File: src/design/bdd_pkg.sv
package bdd_pkg;

  localparam int NUM_CHANNELS = 8;
  localparam int MAX_ORDER    = 6;
  localparam int SAMPLE_BITS  = 24;

  // fixed field widths
  localparam int CH_W       = 3;
  localparam int ORD_W      = 3;
  localparam int SCALE_W    = 32;
  localparam int DERIV_W    = 32;
  localparam int FRAC_W     = 16;
  localparam int CFG_IDX_W  = 2;
  localparam int CFG_DATA_W = 32;

  localparam int ROW_W  = (NUM_CHANNELS > 1) ? $clog2(NUM_CHANNELS) : 1;
  localparam int TAP_W  = $clog2(MAX_ORDER + 1);
  localparam int COEF_W = 10;
  // sum of coefficient magnitudes is 1664 < 2^11
  localparam int MAG_W  = SAMPLE_BITS + 10;
  localparam int ACC_W  = MAG_W + 1;
  localparam int PROD_W = SAMPLE_BITS + COEF_W;
  localparam int PL_W   = MAG_W + FRAC_W;
  localparam int Q_W    = PL_W + 1;
  localparam int HIST_W = MAX_ORDER * SAMPLE_BITS;

  typedef logic [CFG_IDX_W-1:0] cfg_idx_t;
  localparam cfg_idx_t REG_DIFF_ORDER = cfg_idx_t'(0);
  localparam cfg_idx_t REG_RATE_SCALE = cfg_idx_t'(1);

  localparam logic [ORD_W-1:0]   DIFF_ORDER_RST = ORD_W'(1);
  localparam logic [SCALE_W-1:0] RATE_SCALE_RST = SCALE_W'(65536);

  // backward-difference weights times 60, newest sample first
  localparam int COEF_TABLE [6][7] = '{
    '{ 60,  -60,   0,    0,   0,   0,  0},
    '{ 90, -120,  30,    0,   0,   0,  0},
    '{110, -180,  90,  -20,   0,   0,  0},
    '{125, -240, 180,  -80,  15,   0,  0},
    '{137, -300, 300, -200,  75, -12,  0},
    '{147, -360, 450, -400, 225, -72, 10}
  };

  typedef struct packed {
    logic [CH_W-1:0]               channel;
    logic signed [SAMPLE_BITS-1:0] sample_value;
  } in_item_t;

  typedef struct packed {
    logic [CH_W-1:0]           channel_out;
    logic signed [DERIV_W-1:0] derivative;
    logic                      saturated;
  } out_item_t;

  typedef struct packed {
    logic load;
    logic mac;
    logic mag;
    logic mul;
    logic fin;
  } cmd_t;

  typedef struct packed {
    logic mac_last;
    logic out_busy;
  } sts_t;

  // order 0 acts as 1, anything above MAX_ORDER as MAX_ORDER
  function automatic logic [ORD_W-1:0] clamp_order(logic [ORD_W-1:0] ord);
    logic [ORD_W-1:0] res;
    res = ord;
    if (ord == '0) begin
      res = ORD_W'(1);
    end else if (int'(ord) > MAX_ORDER) begin
      res = ORD_W'(MAX_ORDER);
    end
    return res;
  endfunction

  function automatic logic signed [COEF_W-1:0] coef_of(logic [ORD_W-1:0] ord,
                                                       logic [2:0] tap);
    logic [2:0] ord_idx;
    ord_idx = ord - 3'd1;
    return COEF_W'(COEF_TABLE[ord_idx][tap]);
  endfunction

  // channel modulo NUM_CHANNELS on a 3-bit value
  function automatic logic [ROW_W-1:0] row_of(logic [CH_W-1:0] ch);
    logic [CH_W:0] v;
    v = {1'b0, ch};
    for (int i = 0; i < 8; i++) begin
      if (int'(v) >= NUM_CHANNELS) begin
        v = v - (CH_W+1)'(NUM_CHANNELS);
      end
    end
    return ROW_W'(v);
  endfunction

endpackage

File: src/design/bdd_ctrl.sv
module bdd_ctrl (
  input  logic          clk,
  input  logic          rst_n,
  input  logic          in_valid,
  output logic          in_stall,
  input  bdd_pkg::sts_t sts,
  output bdd_pkg::cmd_t cmd
);

  typedef enum logic [2:0] {
    S_IDLE,
    S_MAC,
    S_MAG,
    S_MUL,
    S_FIN
  } state_t;

  state_t state_r, state_nxt;

  assign in_stall = (state_r != S_IDLE);

  always_comb begin
    cmd      = '0;
    cmd.load = (state_r == S_IDLE) && in_valid;
    cmd.mac  = (state_r == S_MAC);
    cmd.mag  = (state_r == S_MAG);
    cmd.mul  = (state_r == S_MUL);
    cmd.fin  = (state_r == S_FIN) && !sts.out_busy;
  end

  always_comb begin
    state_nxt = state_r;
    unique case (state_r)
      S_IDLE: if (in_valid) state_nxt = S_MAC;
      S_MAC:  if (sts.mac_last) state_nxt = S_MAG;
      S_MAG:  state_nxt = S_MUL;
      S_MUL:  state_nxt = S_FIN;
      S_FIN:  if (!sts.out_busy) state_nxt = S_IDLE;
      default: state_nxt = S_IDLE;
    endcase
  end

  always_ff @(posedge clk) begin
    if (!rst_n) begin
      state_r <= S_IDLE;
    end else begin
      state_r <= state_nxt;
    end
  end

endmodule

File: src/design/bdd_dp.sv
module bdd_dp (
  input  logic                                clk,
  input  logic                                rst_n,
  input  bdd_pkg::cmd_t                       cmd,
  output bdd_pkg::sts_t                       sts,
  input  bdd_pkg::in_item_t                   in_data,
  output logic                                out_valid,
  input  logic                                out_stall,
  output bdd_pkg::out_item_t                  out_data,
  input  logic                                cfg_we,
  input  logic [bdd_pkg::CFG_IDX_W-1:0]       cfg_index,
  input  logic [bdd_pkg::CFG_DATA_W-1:0]      cfg_wdata
);

  localparam int SB = bdd_pkg::SAMPLE_BITS;

  // configuration
  logic [bdd_pkg::ORD_W-1:0]   diff_order_r;
  logic [bdd_pkg::SCALE_W-1:0] rate_scale_r;

  always_ff @(posedge clk) begin
    if (!rst_n) begin
      diff_order_r <= bdd_pkg::DIFF_ORDER_RST;
      rate_scale_r <= bdd_pkg::RATE_SCALE_RST;
    end else if (cfg_we) begin
      unique case (cfg_index)
        bdd_pkg::REG_DIFF_ORDER: diff_order_r <= cfg_wdata[bdd_pkg::ORD_W-1:0];
        bdd_pkg::REG_RATE_SCALE: rate_scale_r <= cfg_wdata[bdd_pkg::SCALE_W-1:0];
        default: ;
      endcase
    end
  end

  // history memory: one row per channel, newest sample in the low slot
  logic [bdd_pkg::HIST_W-1:0]       hist_mem [bdd_pkg::NUM_CHANNELS];
  logic [bdd_pkg::NUM_CHANNELS-1:0] row_valid_r;
  logic [bdd_pkg::HIST_W-1:0]       mem_q_r;
  logic                             mem_q_valid_r;
  logic [bdd_pkg::ROW_W-1:0]        row_r;
  logic [bdd_pkg::ROW_W-1:0]        row_in;
  logic [bdd_pkg::CH_W-1:0]         ch_r;
  logic signed [SB-1:0]             x_r;

  logic [bdd_pkg::HIST_W-1:0] hist;
  logic [bdd_pkg::HIST_W-1:0] hist_shift;

  assign row_in = bdd_pkg::row_of(in_data.channel);
  assign hist   = mem_q_valid_r ? mem_q_r : '0;

  always_comb begin
    hist_shift[SB-1:0] = x_r;
    for (int i = 1; i < bdd_pkg::MAX_ORDER; i++) begin
      hist_shift[i*SB +: SB] = hist[(i-1)*SB +: SB];
    end
  end

  always_ff @(posedge clk) begin
    if (cmd.load) begin
      mem_q_r <= hist_mem[row_in];
    end
    if (cmd.mag) begin
      hist_mem[row_r] <= hist_shift;
    end
  end

  always_ff @(posedge clk) begin
    if (!rst_n) begin
      row_valid_r <= '0;
    end else if (cmd.mag) begin
      row_valid_r[row_r] <= 1'b1;
    end
  end

  always_ff @(posedge clk) begin
    if (cmd.load) begin
      mem_q_valid_r <= row_valid_r[row_in];
      row_r         <= row_in;
      ch_r          <= in_data.channel;
      x_r           <= in_data.sample_value;
    end
  end

  // multiply-accumulate, one tap per cycle
  logic [bdd_pkg::ORD_W-1:0]            ord;
  logic [bdd_pkg::TAP_W-1:0]            tap_r;
  logic signed [SB-1:0]                 tap_val;
  logic signed [bdd_pkg::COEF_W-1:0]    coef;
  logic signed [bdd_pkg::PROD_W-1:0]    prod;
  logic signed [bdd_pkg::ACC_W-1:0]     acc_r;

  assign ord  = bdd_pkg::clamp_order(diff_order_r);
  assign coef = bdd_pkg::coef_of(ord, 3'(tap_r));

  always_comb begin
    tap_val = x_r;
    for (int i = 0; i < bdd_pkg::MAX_ORDER; i++) begin
      if (int'(tap_r) == i + 1) begin
        tap_val = hist[i*SB +: SB];
      end
    end
  end

  assign prod = bdd_pkg::PROD_W'(coef) * bdd_pkg::PROD_W'(tap_val);

  always_ff @(posedge clk) begin
    if (cmd.load) begin
      tap_r <= '0;
      acc_r <= '0;
    end else if (cmd.mac) begin
      tap_r <= tap_r + bdd_pkg::TAP_W'(1);
      acc_r <= acc_r + bdd_pkg::ACC_W'(prod);
    end
  end

  // sign and magnitude, then scale in two 16-bit halves
  logic                          neg_r;
  logic [bdd_pkg::MAG_W-1:0]     mag_r;
  logic [bdd_pkg::PL_W-1:0]      plo_r;
  logic [bdd_pkg::PL_W-1:0]      phi_r;
  logic [bdd_pkg::PL_W-1:0]      plo_nxt;
  logic [bdd_pkg::PL_W-1:0]      phi_nxt;
  logic [bdd_pkg::FRAC_W-1:0]    scale_lo;
  logic [bdd_pkg::FRAC_W-1:0]    scale_hi;

  assign scale_lo = rate_scale_r[bdd_pkg::FRAC_W-1:0];
  assign scale_hi = rate_scale_r[bdd_pkg::SCALE_W-1:bdd_pkg::FRAC_W];
  assign plo_nxt  = bdd_pkg::PL_W'(mag_r) * bdd_pkg::PL_W'(scale_lo);
  assign phi_nxt  = bdd_pkg::PL_W'(mag_r) * bdd_pkg::PL_W'(scale_hi);

  always_ff @(posedge clk) begin
    if (cmd.mag) begin
      neg_r <= acc_r[bdd_pkg::ACC_W-1];
      mag_r <= acc_r[bdd_pkg::ACC_W-1] ? bdd_pkg::MAG_W'(-acc_r)
                                       : bdd_pkg::MAG_W'(acc_r);
    end
    if (cmd.mul) begin
      plo_r <= plo_nxt;
      phi_r <= phi_nxt;
    end
  end

  // combine, round toward minus infinity, saturate
  logic [bdd_pkg::Q_W-1:0]     q;
  logic                        round_up;
  logic                        sat;
  logic [bdd_pkg::DERIV_W-1:0] deriv;

  assign round_up = neg_r && (plo_r[bdd_pkg::FRAC_W-1:0] != '0);
  assign q = bdd_pkg::Q_W'(phi_r)
           + bdd_pkg::Q_W'(plo_r[bdd_pkg::PL_W-1:bdd_pkg::FRAC_W])
           + bdd_pkg::Q_W'(round_up);

  always_comb begin
    if (neg_r) begin
      sat   = (q[bdd_pkg::Q_W-1:bdd_pkg::DERIV_W] != '0) ||
              (q[bdd_pkg::DERIV_W-1] && (q[bdd_pkg::DERIV_W-2:0] != '0));
      deriv = sat ? {1'b1, {(bdd_pkg::DERIV_W-1){1'b0}}}
                  : -q[bdd_pkg::DERIV_W-1:0];
    end else begin
      sat   = (q[bdd_pkg::Q_W-1:bdd_pkg::DERIV_W-1] != '0);
      deriv = sat ? {1'b0, {(bdd_pkg::DERIV_W-1){1'b1}}}
                  : q[bdd_pkg::DERIV_W-1:0];
    end
  end

  // output register
  logic                 out_valid_r;
  bdd_pkg::out_item_t   out_data_r;

  assign out_valid = out_valid_r;
  assign out_data  = out_data_r;
  assign sts       = '{mac_last: (int'(tap_r) == int'(ord)),
                       out_busy: out_valid_r && out_stall};

  always_ff @(posedge clk) begin
    if (!rst_n) begin
      out_valid_r <= 1'b0;
    end else if (cmd.fin) begin
      out_valid_r <= 1'b1;
    end else if (!out_stall) begin
      out_valid_r <= 1'b0;
    end
  end

  always_ff @(posedge clk) begin
    if (cmd.fin) begin
      out_data_r.channel_out <= ch_r;
      out_data_r.derivative  <= deriv;
      out_data_r.saturated   <= sat;
    end
  end

endmodule

File: src/design/backward_difference_derivative.sv
// channel  direction  handshake            payload
// in_      input      in_valid / in_stall  bdd_pkg::in_item_t  (channel, sample_value)
// out_     output     out_valid/out_stall  bdd_pkg::out_item_t (channel_out, derivative,
//                                                               saturated)
// cfg_     input      cfg_we               cfg_index, cfg_wdata
//
// An item goes from accept to result register through these steps: the accept,
// with the history row read; order + 1 taps, one per step, through the single
// tap multiply-accumulate; then sign/magnitude, the two 16-bit scale products
// and the final add with saturation. One item is in flight at a time.
// Reset (rst_n low, synchronous) zeroes the history through per-channel valid
// bits and loads diff_order = 1, rate_scale = 65536.
// in_stall is high while an item is in flight; a result held under out_stall
// does not block the next accept, only the next result load.
module backward_difference_derivative (
  input  logic                           clk,
  input  logic                           rst_n,
  input  logic                           in_valid,
  output logic                           in_stall,
  input  bdd_pkg::in_item_t              in_data,
  output logic                           out_valid,
  input  logic                           out_stall,
  output bdd_pkg::out_item_t             out_data,
  input  logic                           cfg_we,
  input  logic [bdd_pkg::CFG_IDX_W-1:0]  cfg_index,
  input  logic [bdd_pkg::CFG_DATA_W-1:0] cfg_wdata
);

  bdd_pkg::cmd_t cmd;
  bdd_pkg::sts_t sts;

  bdd_ctrl u_ctrl (
    .clk      (clk),
    .rst_n    (rst_n),
    .in_valid (in_valid),
    .in_stall (in_stall),
    .sts      (sts),
    .cmd      (cmd)
  );

  bdd_dp u_dp (
    .clk       (clk),
    .rst_n     (rst_n),
    .cmd       (cmd),
    .sts       (sts),
    .in_data   (in_data),
    .out_valid (out_valid),
    .out_stall (out_stall),
    .out_data  (out_data),
    .cfg_we    (cfg_we),
    .cfg_index (cfg_index),
    .cfg_wdata (cfg_wdata)
  );

endmodule
File: config.mk
export PLATFORM = sky130hd
export DESIGN_NAME = backward_difference_derivative
export DESIGN_NICKNAME = d
export VERILOG_FILES = /design/src/design/bdd_pkg.sv /design/src/design/bdd_ctrl.sv /design/src/design/bdd_dp.sv /design/src/design/backward_difference_derivative.sv
export SDC_FILE = /design/constraint.sdc
export NUM_CORES = 2
export LEC_CHECK = 0
export ABC_CLOCK_PERIOD_IN_PS = 42500
export BUFFER_PORTS_ARGS = -buffer_cell sky130_fd_sc_hd__buf_2
export CAP_MARGIN = 40
export CORE_UTILIZATION = 35
export CTS_CLUSTER_SIZE = 24
export DETAILED_ROUTE_END_ITERATION = 8
export GPL_TIMING_DRIVEN = 0
export SETUP_SLACK_MARGIN = 0.1
export SLEW_MARGIN = 0
export SYNTH_ARGS = -nofsm -noshare
export SYNTH_HDL_FRONTEND = slang
export SYNTH_SLANG_ARGS = --single-unit
File: constraint.sdc
create_clock -name clk -period 42.5 [get_ports clk]
set_input_delay 6.375 -clock clk [delete_from_list [all_inputs] [get_ports clk]]
set_output_delay 6.375 -clock clk [all_outputs]
set_load 0.005 [all_outputs]
==> out/results.ini <==
[status]
status=finished, final reports clean

[timing]
fmax_ghz=0.0892
timing.final.crit_share_pct=26.4
drv_slew=0
setup_ws_ps=31290
final-hold-violation-count=0
skew_ps=75.2
tightest_slew_ps=975
slew_headroom_pct=35.0
min_period_ps=11210
finalSetupViolCount=0
fin_setup_tns_ps=0
rsz0062_at_grt=false
whs_ps=462

[route]
drt-wirelength-per-cell_um=23.9
ant_nets=0
routed-via-count=68000
routed_via_density=5.24
routed_wl_um=310000
firstDrtPassIters=6
initialDrtViolationCount=5979
drc=0

[final_layout]
postLayoutCellArea_mm2=0.120
nNetsFinal=10500
area_growth_pct=12.7
fillerInstances=28300
multi_input_area_mm2=0.0535
final_util_pct=39.7
seq_area_mm2=0.0466
drive_gt1_share_pct=11.7

[clock_network]
cts_htree_levels=4
post_cts_buffers=0
cts_sinks=1580
ctsResizeCount=0
cts_tree=yes
clkTransAtPathRegs_ps=60
worstSkewPairLatency_ps=830
cts_made_buffers=161
cts_hold_buffers=0
cts.path.max_buffers=4
root_buffer=clkbuf_16

[die]
dieArea_mm2=0.305
die_h_um=553
die_w_um=553
coreArea_mm2=0.301
num_rows=201
start_util_pct=35.3
io_pins=104

[hold_path]
min_delay_path_depth=1
worst_hold_path_type=flip-flop to flip-flop

[worst_setup_path]
crit_slowest_cell=a211oi_1
r2r_cells=34
worstPathArrival_ps=11900
cp_common_cell=fa_1
cp_max_fo=11
start_kind=flip-flop
cpPeakStageDelay_ps=710
critPathRequiredTime_ps=43190
crit_type=flip-flop to flip-flop
end_kind=flip-flop

[place]
pre_cts_ws_ps=31350
dpl_cell_area_mm2=0.114
place_congestion=0.945
dp_hpwl_um=244000
port_buffers=102

[yosys]
synth_area_mm2=0.106
ys_seq_area_share_pct=43.9
synth_cell_types=102
avgSynthCellArea_um2=12.6
synthesis.nets=10000
ys_warn_count=0
synth_edf_count=1495
syn_inst=8421
synthArstFlopShare_pct=0
ys_ff_latch=1580
ys.flop_type=edfxtp_1

[grt]
grt_remaining_overflow=0
grt_antenna_before_repair=15
grt_pass1_wl_um=462000
grt_max_degree=61
grt_use_total_pct=20.2
grt_pass1_vias=70800

[flow_run]
maxCapViolCount=0

[power]
irDropWorstVdd_v=0.000205
powerDensity_mw_per_mm2=78.8
power.leakage_nw=44.3

## power by group
| part | internal [mW] | switching, mW | total, mW |
|---|---|---|---|
| sequential | 1.81 | 0.0501 | 1.86 |
| combinational | 2.59 | 3.58 | 6.17 |
| clock | 0.788 | 0.605 | 1.39 |
| total | 5.19 | 4.23 | 9.42 |
## registers in the layout (all words and copies together), names as in the netlist, 3 cells and up
signal,count
u_dp.diff_order_r,3
u_dp.row_r,3
u_dp.mem_q_r,144
u_dp.plo_r,50
u_dp.rate_scale_r,32
u_dp.phi_r,50
u_dp.x_r,24
u_dp.row_valid_r,8
u_dp.acc_r,35
u_dp.mag_r,34
u_dp.out_data,36
u_dp.hist_mem,1152
u_dp.tap_r,3
u_ctrl.state_r,3
## synthesized netlist by cell type, types with 17 or more instances
master    number  area [um2]
o21ai_0      106         531
ha_1         377        4720
nand3_1       84         420
mux2_2       145        1630
a311oi_1      27         236
or3_1         19         119
a31oi_1       17         106
dfxtp_1       85        1700
a211oi_1      50         375
nor2b_1       30         188
a21boi_0      37         278
xor2_1        52         455
a21o_1        78         586
mux4_2       291        6550
o31ai_1       23         173
o21ai_1       30         150
and2_1       434        2720
a221oi_2      18         270
nand4_1       21         131
a21oi_1      236        1180
nor3_1        39         195
xnor2_1      154        1350
nand2_1     1218        4570
buf_1         61         229
nor4_1        17         106
nor2_1       280        1050
clkbuf_1     373        1400
nand2b_1      38         238
inv_1       1170        4390
o21a_1        31         233
edfxtp_1    1495       44900
fa_1        1136       22700
## cell usage in the layout, fill, tap and decap left out, types with 25 or more instances in the layout
cell type  instances
nor2b_1           30
a21oi_1          235
nand3_1           84
xor2_1            52
nand2b_1          38
dfxtp_1           85
inv_1           1170
xnor2_1          154
a211oi_1          50
nand2_1         1218
o21a_1            31
a21boi_0          37
nor2_1           274
and2_1           434
a21o_1            78
buf_1             61
a311oi_1          27
mux2_2           145
ha_1             377
clkinv_1          35
o21ai_0          106
buf_12            38
buf_2            117
buf_8             44
clkinv_2          25
nor3_1            37
buf_4             48
clkbuf_16        164
edfxtp_1        1495
clkbuf_1         397
buf_6             61
mux4_2           291
fa_1            1136
o21ai_1           30
## cell type report
class | instances | share of cell area, %
clock buffer | 191 | 3.53
tap | 3958 | 4.14
multi-input combinational | 5223 | 44.7
clock inverter | 88 | 0.687
timing repair buffer | 309 | 2.79
buffer | 446 | 1.44
antenna | 9 | 0.0188
inverter | 1172 | 3.68
sequential | 1580 | 39.0
## cells by family after synthesis
family	Yosys count	share of synthesized area, %
flip-flops	1580	43.9
buffers and inverters	1618	5.76
XOR/XNOR	207	1.72
multiplexers	446	7.81
adder cells (fa/ha/maj)	1513	25.9
AO/OA/AOI/OAI	803	5.17
AND/OR/NAND/NOR	2254	9.75
## metal layers
layer,share of wire (%),up-vias,global-route usage (%),wire [um]
li1,-,29300,-,-
met1,40,35500,26.1,125000
met2,48,2673,34.0,150000
met3,7.0,563,3.13,21600
met4,4.5,2,7.89,14100
met5,0.0042,-,0,13
## stage by stage
step                cells  power (mW)
floorplan            8421        6.54
global placement    12500        7.92
detailed placement  12700        8.02
CTS                 13000        9.45
global route        13000        10.3
finish              13000        9.42
## worst max-delay path, delay by kind of cell, from the launching register on
kind	cells	cell delay [ps]
AOI/OAI and AO/OA	15	4720
and+or+nand+nor	4	700
adders and majority gates	7	3330
xor gates and xnor gates	1	80
DFF	1	430
buffers and inverters	7	1770
## path summary, 6_finish.rpt
kind	startpoint	end	slack, ps
max	u_dp.tap_r[1]$_SDFFE_PP0P_	u_dp.acc_r[33]$_SDFFE_PP0P_	31290
min	u_dp.row_valid_r[5]$_SDFFE_PN0P_	u_dp.row_valid_r[5]$_SDFFE_PN0P_	460
max reg2reg	u_dp.tap_r[1]$_SDFFE_PP0P_	u_dp.acc_r[33]$_SDFFE_PP0P_	31290
min reg2reg	u_dp.row_valid_r[5]$_SDFFE_PN0P_	u_dp.row_valid_r[5]$_SDFFE_PN0P_	460
No activity file was read; power rests on OpenSTA's default activity.
